--- config.mk ---
export PLATFORM = sky130hd
export DESIGN_NAME = video_pixel_format_converter_top
export DESIGN_NICKNAME = d
export VERILOG_FILES = /design/src/rtl/vpfc_pkg.sv /design/src/rtl/vpfc_core.sv /design/src/rtl/video_pixel_format_converter_top.sv
export SDC_FILE = /design/constraint.sdc
export NUM_CORES = 1
export LEC_CHECK = 0
export ABC_AREA = 1
export BUFFER_PORTS_ARGS = -buffer_cell sky130_fd_sc_hd__buf_2
export CELL_PAD_IN_SITES_DETAIL_PLACEMENT = 0
export CELL_PAD_IN_SITES_GLOBAL_PLACEMENT = 1
export CORE_ASPECT_RATIO = 1.2
export CORE_MARGIN = 4
export CORE_UTILIZATION = 52
export DETAILED_ROUTE_END_ITERATION = 10
export PLACE_DENSITY_LB_ADDON = 0.1
export RECOVER_POWER = 25
export SLEW_MARGIN = 20
export SYNTH_ARGS = -nofsm -noshare
export SYNTH_HDL_FRONTEND = slang
export SYNTH_SLANG_ARGS = --single-unit
--- constraint.sdc ---
create_clock -name i_clk -period 16.8 [get_ports i_clk]
set_clock_uncertainty 0.2 [all_clocks]
set_input_delay 2.52 -clock i_clk [delete_from_list [all_inputs] [get_ports i_clk]]
set_output_delay 2.52 -clock i_clk [all_outputs]
set_load 0.03 [all_outputs]
--- src/rtl/vpfc_pkg.sv ---
// Shared types, constants and helper functions for the video pixel format converter.
// Used by vpfc_core, video_pixel_format_converter_top and the testbench; depends on nothing else.
package vpfc_pkg;

    // Configuration register indexes.
    localparam logic CFG_SOURCE_FORMAT = 1'b0;
    localparam logic CFG_OUTPUT_DEPTH  = 1'b1;

    // Source format codes.
    localparam logic [1:0] SRC_PLANAR_420 = 2'd0;
    localparam logic [1:0] SRC_PACKED_422 = 2'd1;
    localparam logic [1:0] SRC_RGB32      = 2'd2;

    // Output depth codes.
    localparam logic [1:0] DEPTH_RGB555 = 2'd0;
    localparam logic [1:0] DEPTH_RGB565 = 2'd1;
    localparam logic [1:0] DEPTH_BGR24  = 2'd2;
    localparam logic [1:0] DEPTH_BGR32  = 2'd3;

    // Reset values of the configuration registers.
    localparam logic [1:0] SOURCE_FORMAT_RESET = SRC_PLANAR_420;
    localparam logic [1:0] OUTPUT_DEPTH_RESET  = DEPTH_RGB565;

    // Signed accumulator wide enough for every product and sum in both YUV paths.
    typedef logic signed [27:0] t_acc;

    // Configuration seen by the datapath.
    typedef struct packed {
        logic [1:0] source_format;
        logic [1:0] output_depth;
    } t_cfg;

    // Planar 4:2:0 coefficients in 16.16 fixed point.
    localparam t_acc C_Y_SCALE = 28'sd76283;
    localparam t_acc C_CB_TO_B = 28'sd132186;
    localparam t_acc C_CB_TO_G = 28'sd25690;
    localparam t_acc C_CR_TO_G = 28'sd53280;
    localparam t_acc C_CR_TO_R = 28'sd104595;

    // Packed 4:2:2 coefficients in 8.8 fixed point.
    localparam t_acc C_P_CB_TO_B = 28'sd454;
    localparam t_acc C_P_CB_TO_G = 28'sd88;
    localparam t_acc C_P_CR_TO_G = 28'sd183;
    localparam t_acc C_P_CR_TO_R = 28'sd359;

    // Clamp limits.
    localparam t_acc LIM16_HI = 28'sh0FFFFFF;
    localparam t_acc LIM16_LO = 28'sh000FFFF;
    localparam t_acc LIM8_HI  = 28'sh000FFFF;
    localparam t_acc LIM8_LO  = 28'sh00000FF;

    // Clamp a 16.16 sum to a byte.
    function automatic logic [7:0] clip16(input t_acc x);
        logic [7:0] res;
        if (x > LIM16_HI) begin
            res = 8'hFF;
        end else if (x <= LIM16_LO) begin
            res = 8'h00;
        end else begin
            res = x[23:16];
        end
        return res;
    endfunction

    // Clamp an 8.8 sum to a byte.
    function automatic logic [7:0] clip8(input t_acc x);
        logic [7:0] res;
        if (x > LIM8_HI) begin
            res = 8'hFF;
        end else if (x <= LIM8_LO) begin
            res = 8'h00;
        end else begin
            res = x[15:8];
        end
        return res;
    endfunction

    // Pack three bytes into the selected output depth; low bits are truncated for RGB555 and RGB565.
    function automatic logic [23:0] pack(input logic [1:0] depth, input logic [7:0] r,
                                         input logic [7:0] g, input logic [7:0] b);
        logic [23:0] res;
        case (depth)
            DEPTH_RGB555: res = {9'd0, r[7:3], g[7:3], b[7:3]};
            DEPTH_RGB565: res = {8'd0, r[7:3], g[7:2], b[7:3]};
            default:      res = {r, g, b};
        endcase
        return res;
    endfunction

endpackage

--- src/rtl/vpfc_core.sv ---
// Two-stage conversion datapath: coefficient products, then sums, clamp and pack.
// Depends on vpfc_pkg for coefficients, the config struct and the clamp/pack functions.
module vpfc_core (
    input  logic               i_clk,
    input  logic               i_rst_n,
    input  logic               i_valid,
    input  vpfc_pkg::t_cfg     i_cfg,
    input  logic [7:0]         i_luma,
    input  logic [7:0]         i_chroma_u,
    input  logic [7:0]         i_chroma_v,
    input  logic [23:0]        i_rgb_word,
    output logic [23:0]        o_pixel,
    output logic               o_strobe
);
    import vpfc_pkg::*;

    logic signed [9:0] ys;
    logic signed [9:0] us;
    logic signed [9:0] vs;

    t_acc n_y_term, n_r_term, n_gu_term, n_gv_term, n_b_term;
    t_acc r_y_term, r_r_term, r_gu_term, r_gv_term, r_b_term;
    logic [23:0] r_rgb;
    t_cfg        r_cfg;
    logic        r_prod_valid;

    t_acc        sum_r, sum_g, sum_b;
    logic [7:0]  red, green, blue;
    logic [23:0] n_pixel;
    logic [23:0] r_pixel;
    logic        r_strobe;

    // Offset the samples: luma minus 16 and chroma minus 128.
    assign ys = $signed({2'b00, i_luma}) - 10'sd16;
    assign us = $signed({2'b00, i_chroma_u}) - 10'sd128;
    assign vs = $signed({2'b00, i_chroma_v}) - 10'sd128;

    // Coefficient products for the selected YUV scheme.
    always_comb begin
        if (i_cfg.source_format == SRC_PLANAR_420) begin
            n_y_term  = t_acc'(ys) * C_Y_SCALE;
            n_r_term  = t_acc'(vs) * C_CR_TO_R;
            n_gu_term = t_acc'(us) * C_CB_TO_G;
            n_gv_term = t_acc'(vs) * C_CR_TO_G;
            n_b_term  = t_acc'(us) * C_CB_TO_B;
        end else begin
            n_y_term  = {12'd0, i_luma, 8'd0};
            n_r_term  = t_acc'(vs) * C_P_CR_TO_R;
            n_gu_term = t_acc'(us) * C_P_CB_TO_G;
            n_gv_term = t_acc'(vs) * C_P_CR_TO_G;
            n_b_term  = t_acc'(us) * C_P_CB_TO_B;
        end
    end

    // Product stage registers.
    always_ff @(posedge i_clk) begin
        if (!i_rst_n) begin
            r_prod_valid <= 1'b0;
        end else begin
            r_prod_valid <= i_valid;
        end
        r_y_term  <= n_y_term;
        r_r_term  <= n_r_term;
        r_gu_term <= n_gu_term;
        r_gv_term <= n_gv_term;
        r_b_term  <= n_b_term;
        r_rgb     <= i_rgb_word;
        r_cfg     <= i_cfg;
    end

    // Sums for the three channels.
    assign sum_r = r_y_term + r_r_term;
    assign sum_g = r_y_term - r_gu_term - r_gv_term;
    assign sum_b = r_y_term + r_b_term;

    // Clamp or split by source format, then pack to the output depth; an unknown source gives zero.
    always_comb begin
        red   = r_rgb[23:16];
        green = r_rgb[15:8];
        blue  = r_rgb[7:0];
        case (r_cfg.source_format)
            SRC_PLANAR_420: begin
                red   = clip16(sum_r);
                green = clip16(sum_g);
                blue  = clip16(sum_b);
            end
            SRC_PACKED_422: begin
                red   = clip8(sum_r);
                green = clip8(sum_g);
                blue  = clip8(sum_b);
            end
            default: begin
                red   = r_rgb[23:16];
                green = r_rgb[15:8];
                blue  = r_rgb[7:0];
            end
        endcase
        if (r_cfg.source_format == SRC_RGB32 || r_cfg.source_format == SRC_PLANAR_420 ||
            r_cfg.source_format == SRC_PACKED_422) begin
            n_pixel = pack(r_cfg.output_depth, red, green, blue);
        end else begin
            n_pixel = 24'd0;
        end
    end

    // Result register and strobe.
    always_ff @(posedge i_clk) begin
        if (!i_rst_n) begin
            r_strobe <= 1'b0;
        end else begin
            r_strobe <= r_prod_valid;
        end
        r_pixel <= n_pixel;
    end

    assign o_pixel  = r_pixel;
    assign o_strobe = r_strobe;

endmodule

--- src/rtl/video_pixel_format_converter_top.sv ---
// Top level of the video pixel format converter: config registers, input register, datapath.
// Depends on vpfc_pkg and vpfc_core.
//
// Usage:
//   Input channel: a pixel transfer happens at a rising edge with start high and busy
//   low. busy is never raised, so one pixel may be transferred in every cycle.
//   The pixel is luma plus its chroma pair (YUV sources) or a 24-bit RGB word.
//   Output channel: each pixel yields exactly one result on o_pixel, marked by o_strobe
//   for one cycle. The receiver cannot stall; results must be taken when shown.
//   Pipeline: the transfer edge loads the input register; the pixel then passes through
//   the product register and the result register, where o_pixel and o_strobe show it.
//   Throughput: one pixel per cycle, set by the single pass through the two arithmetic
//   stages; the constant-coefficient multiplies sit in the product stage.
//   Configuration: i_cfg_we writes i_cfg_data to register i_cfg_index at once (0 source
//   format, 1 output depth). Writes must be made only while no pixel is in flight; the block
//   does not enforce this. Reset (synchronous, active low) clears all strobes and restores
//   source format planar 4:2:0 and output depth RGB565; in-flight pixels are dropped.
module video_pixel_format_converter_top (
    input  logic        i_clk,
    input  logic        i_rst_n,
    input  logic        start,
    output logic        busy,
    input  logic [7:0]  i_luma,
    input  logic [7:0]  i_chroma_u,
    input  logic [7:0]  i_chroma_v,
    input  logic [23:0] i_rgb_word,
    output logic [23:0] o_pixel,
    output logic        o_strobe,
    input  logic        i_cfg_we,
    input  logic        i_cfg_index,
    input  logic [1:0]  i_cfg_data
);
    import vpfc_pkg::*;

    logic [1:0]  r_source_format;
    logic [1:0]  r_output_depth;
    t_cfg        cfg;
    logic        r_in_valid;
    logic [7:0]  r_luma;
    logic [7:0]  r_chroma_u;
    logic [7:0]  r_chroma_v;
    logic [23:0] r_rgb_word;

    // The block never holds off a transfer.
    assign busy = 1'b0;

    // Configuration register writes.
    always_ff @(posedge i_clk) begin
        if (!i_rst_n) begin
            r_source_format <= SOURCE_FORMAT_RESET;
            r_output_depth  <= OUTPUT_DEPTH_RESET;
        end else if (i_cfg_we) begin
            unique case (i_cfg_index)
                CFG_SOURCE_FORMAT: r_source_format <= i_cfg_data;
                CFG_OUTPUT_DEPTH:  r_output_depth  <= i_cfg_data;
            endcase
        end
    end

    assign cfg.source_format = r_source_format;
    assign cfg.output_depth  = r_output_depth;

    // Input register.
    always_ff @(posedge i_clk) begin
        if (!i_rst_n) begin
            r_in_valid <= 1'b0;
        end else begin
            r_in_valid <= start && !busy;
        end
        r_luma     <= i_luma;
        r_chroma_u <= i_chroma_u;
        r_chroma_v <= i_chroma_v;
        r_rgb_word <= i_rgb_word;
    end

    // Conversion datapath.
    vpfc_core u_core (
        .i_clk      (i_clk),
        .i_rst_n    (i_rst_n),
        .i_valid    (r_in_valid),
        .i_cfg      (cfg),
        .i_luma     (r_luma),
        .i_chroma_u (r_chroma_u),
        .i_chroma_v (r_chroma_v),
        .i_rgb_word (r_rgb_word),
        .o_pixel    (o_pixel),
        .o_strobe   (o_strobe)
    );

endmodule

* Yosys cells after proc, flatten, opt, wreduce, memory -nomap -nowiden
Index checks and enable logic that the tools add are counted.
Word-level totals: register bits after elaboration 247, input port bits 55, output and inout bits 26, word-level logic and storage cells 81
Cells by class: $add $sub $neg 7, multiply operators 9, order comparisons 12, equal/unequal tests 3, mux-type cells 21, bitwise operators 1, reductions and logical operators 7
Operators by type and width (number):
- $mux 28 | 4
- $mux 8 | 12
- $gt 28x17->1 const B | 3
- $gt 28x25->1 const B | 3
- $le 28x17->1 const B | 3
- $le 28x9->1 const B | 3
- $mul 9x18->27 const B | 3
- $add 28x28->28 | 2
- $sub 28x28->28 | 2
- $pmux 24 s2 | 1
- $pmux 8 s2 | 3
- $mul 9x9->18 const B | 2
- $mul 9x15->24 const B | 1
- $mul 9x12->21 const B | 1
- $mul 9x10->19 const B | 1
- $sub 8x8->9 const B | 2
- $mux 16 | 1
- $mul 9x5->14 const B | 1
- $sub 8x5->9 const B | 1
- $logic_not 2->1 | 3
- $eq 2x1->1 const B | 2
- $reduce_and 2->1 | 2
- $eq 2x2->1 const B | 1
- $logic_or 1x1->1 | 2
- $not 1->1 | 1

* Logic depth before layout (Yosys ltp)
depth after elaboration 7, gate-level depth with buffers 26, mapped depth without buffers 26

* Modules after synthesis
From an unflattened synthesis, not the netlist that was laid out.
Second synthesis, totals: cell total of the unflattened synthesis 3819, area total of the unflattened synthesis 27606.5 µm²
By module, submodules not included:
- vpfc_core | times used 1, cells each 3742, area an instance 26441.6 µm², seq. area each 3703.6 µm²
- video_pixel_format_converter_top | times used 1, cells each 77, area an instance 1164.9 µm², seq. area each 1061.0 µm²

* Least setup slack after synthesis
OpenSTA, ideal clock, no wires.
kind register to register, start register r_chroma_v[7], end register u_core.r_r_term[18], setup time 0.146 ns, data arrival time 5.683 ns, data required time 16.454 ns, path slack 10.771 ns, stages on the path, launching flop included 24, path buffers 2, period minus slack after synthesis 6.029 ns, cell sequence dfxtp_1 -> clkbuf_1 -> inv_1 -> clkbuf_1 -> ha_1 -> inv_1 -> ha_1 -> inv_1 -> fa_1 -> inv_1 -> fa_1 -> fa_1 -> ha_1 -> nand2_1 -> nor2_1 -> a21oi_1 -> nor2_1 -> nor2_1 -> o21bai_1 -> a21oi_1 -> o21bai_1 -> a21o_1 -> o21ai_1 -> o21ai_0
Between the ends: longest elaborated chain between the ends 3, elaborated cells on any way between the ends 4, classes of those cells 1 x add/sub; 2 x mul; 1 x mux
Ends and longest elaborated chain:
- from (decl) | RTL line video_pixel_format_converter_top.sv:41 | logic [7:0] r_chroma_v;
- from (signal assigned) | RTL line video_pixel_format_converter_top.sv:72 | r_chroma_v <= i_chroma_v;
- $sub 8x8->9 (*) | RTL line vpfc_core.sv:36 | assign vs = $signed({2'b00, i_chroma_v}) - 10'sd128;
- $mul 9x18->27 or $mul 9x10->19 (tied branches) | RTL line vpfc_core.sv:42, vpfc_core.sv:48
- $mux 28 (*) | RTL line vpfc_core.sv:40 | if (i_cfg.source_format == SRC_PLANAR_420) begin
- net u_core.n_r_term[18] | RTL line vpfc_core.sv:21 | t_acc n_y_term, n_r_term, n_gu_term, n_gv_term, n_b_term;
- to (signal assigned) | RTL line vpfc_core.sv:63 | r_r_term <= n_r_term;
- to (decl) | RTL line vpfc_core.sv:22 | t_acc r_y_term, r_r_term, r_gu_term, r_gv_term, r_b_term;
Mark *: on every way through the listed nets, which the timed path passes. The rest lies on a longest branch. A chain may end at the register's enable or synchronous reset.

* Worst setup path after layout
start register r_luma[4], end register u_core.r_y_term[25]
Between the ends: longest elaborated chain between the ends 2
Ends and longest elaborated chain:
- from (decl) | RTL line video_pixel_format_converter_top.sv:39 | logic [7:0] r_luma;
- from (signal assigned) | RTL line video_pixel_format_converter_top.sv:70 | r_luma <= i_luma;
- $sub 8x5->9 | RTL line vpfc_core.sv:34 | assign ys = $signed({2'b00, i_luma}) - 10'sd16;
- $mul 9x18->27 | RTL line vpfc_core.sv:41 | n_y_term = t_acc'(ys) * C_Y_SCALE;
- to (signal assigned) | RTL line vpfc_core.sv:62 | r_y_term <= n_y_term;
- to (decl) | RTL line vpfc_core.sv:22
Every way passes these cells.

==> flow_summary.yaml <==
outcome:
  status: "finished with violations"
  violations: "capacitance limit, slew limit"
grt:
  grt_pass1_wl_um: 124000
  grt_pass1_vias: 22900
  grt-ovfl-total: 0
  grt_antenna_before_repair: 0
  track_usage_pct: 27.4
  grt_max_degree: 70
finish:
  layout-drive-gt1-share_pct: 5.25
  final_cell_area_um2: 30000
  antennaDiodeCount: 0
  fin_nets: 4756
  final_util_pct: 56.7
  area_delta_synth_final_pct: 7.53
drt:
  drc: 0
  wl_per_cell_um: 16.5
  num_vias: 23700
  drtAntennaViolNets: 0
  wirelength_um: 78100
  vias_per_cell: 5.01
  drt_iter0_markers: 1314
  drt_pass1_iterations: 5
sta:
  setup_tns_ns: 0
  fmax_mhz: 159
  grt_setup_unrepaired: "false"
  tightest_slew_ns: 2.93
  finalHoldViolCount: 0
  layout_min_cycle_time_ns: 6.27
  setup_violations: 0
  relSlewSlack_pct: -95.2
  worst_slack_ns: 10.53
  fin_hold_ws_ns: 0.125
  drv_slew: 121
  fin_crit_sh_pct: 37.3
power:
  clkPwrFrac_pct: 9.5
  seqPwrFrac_pct: 14.6
  power_switching_share_pct: 56.2
  peakVddDrop_uv: 120
  internal-power_w: 0.00270
  power.share.combinational_pct: 75.9
  switchingPower_w: 0.00347
  p_per_area_nw_per_um2: 206
  power_leakage_nw: 17.2
synthesis:
  ys.flop_type: "dfxtp_1"
  synthesis.nets: 4671
  synth.ff_latch_count: 238
  yosysSeqAreaShare_pct: 17.1
  synthTopCellsByCount: "nand2_1, inv_1, ha_1, nor2_1, dfxtp_1"
  async_reset_ff_share_pct: 0
  synthCells: 3914
  synth_most_common_cell: "nand2_1"
  synth_edf_count: 0
  synthTopCellsByArea: "ha_1, dfxtp_1, nand2_1"
  synth.top_cell.area_share_pct: 23.4
  yosysWarnings: 0
  synth_area_um2: 27900
  yosysUniqueCellTypes: 52
  avgSynthCellArea_um2: 7.12
  synth_top_cell_by_area: "ha_1"
clock_tree:
  cts_setup_buffers: 0
  cts_hold_buf: 0
  cts_buffer_depth: 3
  htree_levels: 1
  clk_latency_ns: 0.59
  cts_root_buf: "clkbuf_16"
  cts-resized-gates: 0
  numClockSinks: 238
  clk_pin_slew_worst_paths_ns: 0.06
  tritoncts: "built"
  cts_made_buffers: 27
die:
  ios: 81
  dieArea_um2: 57400
  die_w_um: 219
  die_y_um: 262
  core_area_um2: 52800
  start_util_pct: 52.7
  rows: 92
worst_setup_path:
  critical_path_peak_fanout: 6
  worstSetupPathType: "reg2reg"
  cp-end-kind: "register"
  required_ns: 17.11
  reg2reg_slack_ns: 10.53
  crit_arrival_ns: 6.58
  critPathMaxStageDelay_ns: 0.49
  slowest_stage: "fa_1"
  startpoint_type: "register"
  cp_cell_sequence: "inv_1 > ha_1 > xnor2_1 > inv_1 > ha_1 > ha_1 > inv_1 > fa_1 > inv_1 > fa_1 > fa_1 > ha_1 > a21oi_1 > o21ai_0 > a21boi_0 > o21ai_0 > a21boi_2 > o21ai_2 > a21oi_1 > o21ai_2 > a21boi_0 > o21ai_0 > nor2_1"
min_path:
  hp-class: "reg2reg"
flow_run:
  drv_cap: 2
place:
  post_dp_cell_area_um2: 29100
  pre_cts_slack_ns: 10.60
  gp_congestion: 0.980
  io_buffers: 79
  hpwl_um: 67000
==> cell families after synthesis <==
logic type | synth area share, %
adders and majority gates | 36.4
AOI/OAI and AO/OA | 9.23
DFF | 17.1
buffers and inverters | 11.6
other | 0.0135
xor gates and xnor gates | 2.26
muxes | 0.0404
and+or+nand+nor | 23.4
==> routing by layer <==
layer | vias up | GRT usage, % | routed length, um
met5 | - | 0 | 0
met4 | 0 | 7.46 | 2450
met3 | 112 | 2.24 | 3020
met2 | 454 | 45.9 | 35700
met1 | 10700 | 38.2 | 37000
li1 | 12500 | - | -
==> power groups by stage <==
stage               clock (W)  combinational (W)  sequential [W]
CTS                  0.000604            0.00466        0.000897
global route         0.000625            0.00536        0.000903
floorplan                   0            0.00348        0.000847
detailed placement          0            0.00463        0.000908
finish               0.000588            0.00468        0.000898
global placement            0            0.00463        0.000907
==> worst paths after layout <==
kind / from / end / depth (start not counted)
max: r_luma[4] / u_core.r_y_term[25] / 23
min: r_rgb_word[5] / u_core.r_rgb[5] / 0
max reg2reg: r_luma[4] / u_core.r_y_term[25] / 23
min reg2reg: r_rgb_word[5] / u_core.r_rgb[5] / 0
==> cells in the final DEF, fill, tap and decap left out, drive strengths merged, types with 2 or more instances in the layout <==
master	n
o22ai	6
nand4	35
clkinvlp	3
fa	180
a21boi	6
o31ai	12
clkinv	7
nor3b	2
o211ai	4
o21bai	17
xnor2	32
buf	85
nor3	21
inv	830
nor2	275
a22o	2
nand3b	13
a21oi	213
clkbuf	39
a21o	7
ha	522
o21a	5
o21ai	178
nand2	1026
or2	12
xor2	40
a31oi	14
nand3	176
dfxtp	238
and2	8
nor4	4
==> final cells by class <==
cell class / instances / area [um2]
Fill cell: 5262 / 22900
Multi-Input combinational cell: 2817 / 19900
Sequential cell: 238 / 4760
Inverter: 827 / 3100
Tap cell: 705 / 882
Clock buffer: 36 / 769
Timing Repair Buffer: 88 / 452
Clock inverter: 14 / 116
==> flip-flops by register name, indices dropped and copies added, names as in the netlist <==
register,cells
r_chroma_v,8
u_core.r_r_term,27
u_core.r_cfg,4
u_core.o_pixel,24
r_chroma_u,8
r_in_valid,1
r_rgb_word,24
u_core.r_prod_valid,1
r_luma,8
u_core.r_gu_term,24
u_core.o_strobe,1
r_source_format,2
u_core.r_rgb,24
u_core.r_b_term,27
r_output_depth,2
u_core.r_gv_term,26
u_core.r_y_term,27
==> critical path: cells and delay by family, from the launching register on <==
family	cells	cell delay, ns
AOI/OAI and AO/OA	10	1.86
xor gates and xnor gates	1	0.38
adders and majority gates	7	2.70
buffers and inverters	4	0.50
DFF	1	0.37
and+or+nand+nor	1	0.18
==> through the flow <==
step	total power (W)	cells
final	0.00617	4725
after global routing	0.00689	4725
after CTS	0.00616	4725
after global placement	0.00553	4675
after detailed placement	0.00554	4675
after floorplan	0.00433	3914
No activity file was read; power rests on OpenSTA's default activity.
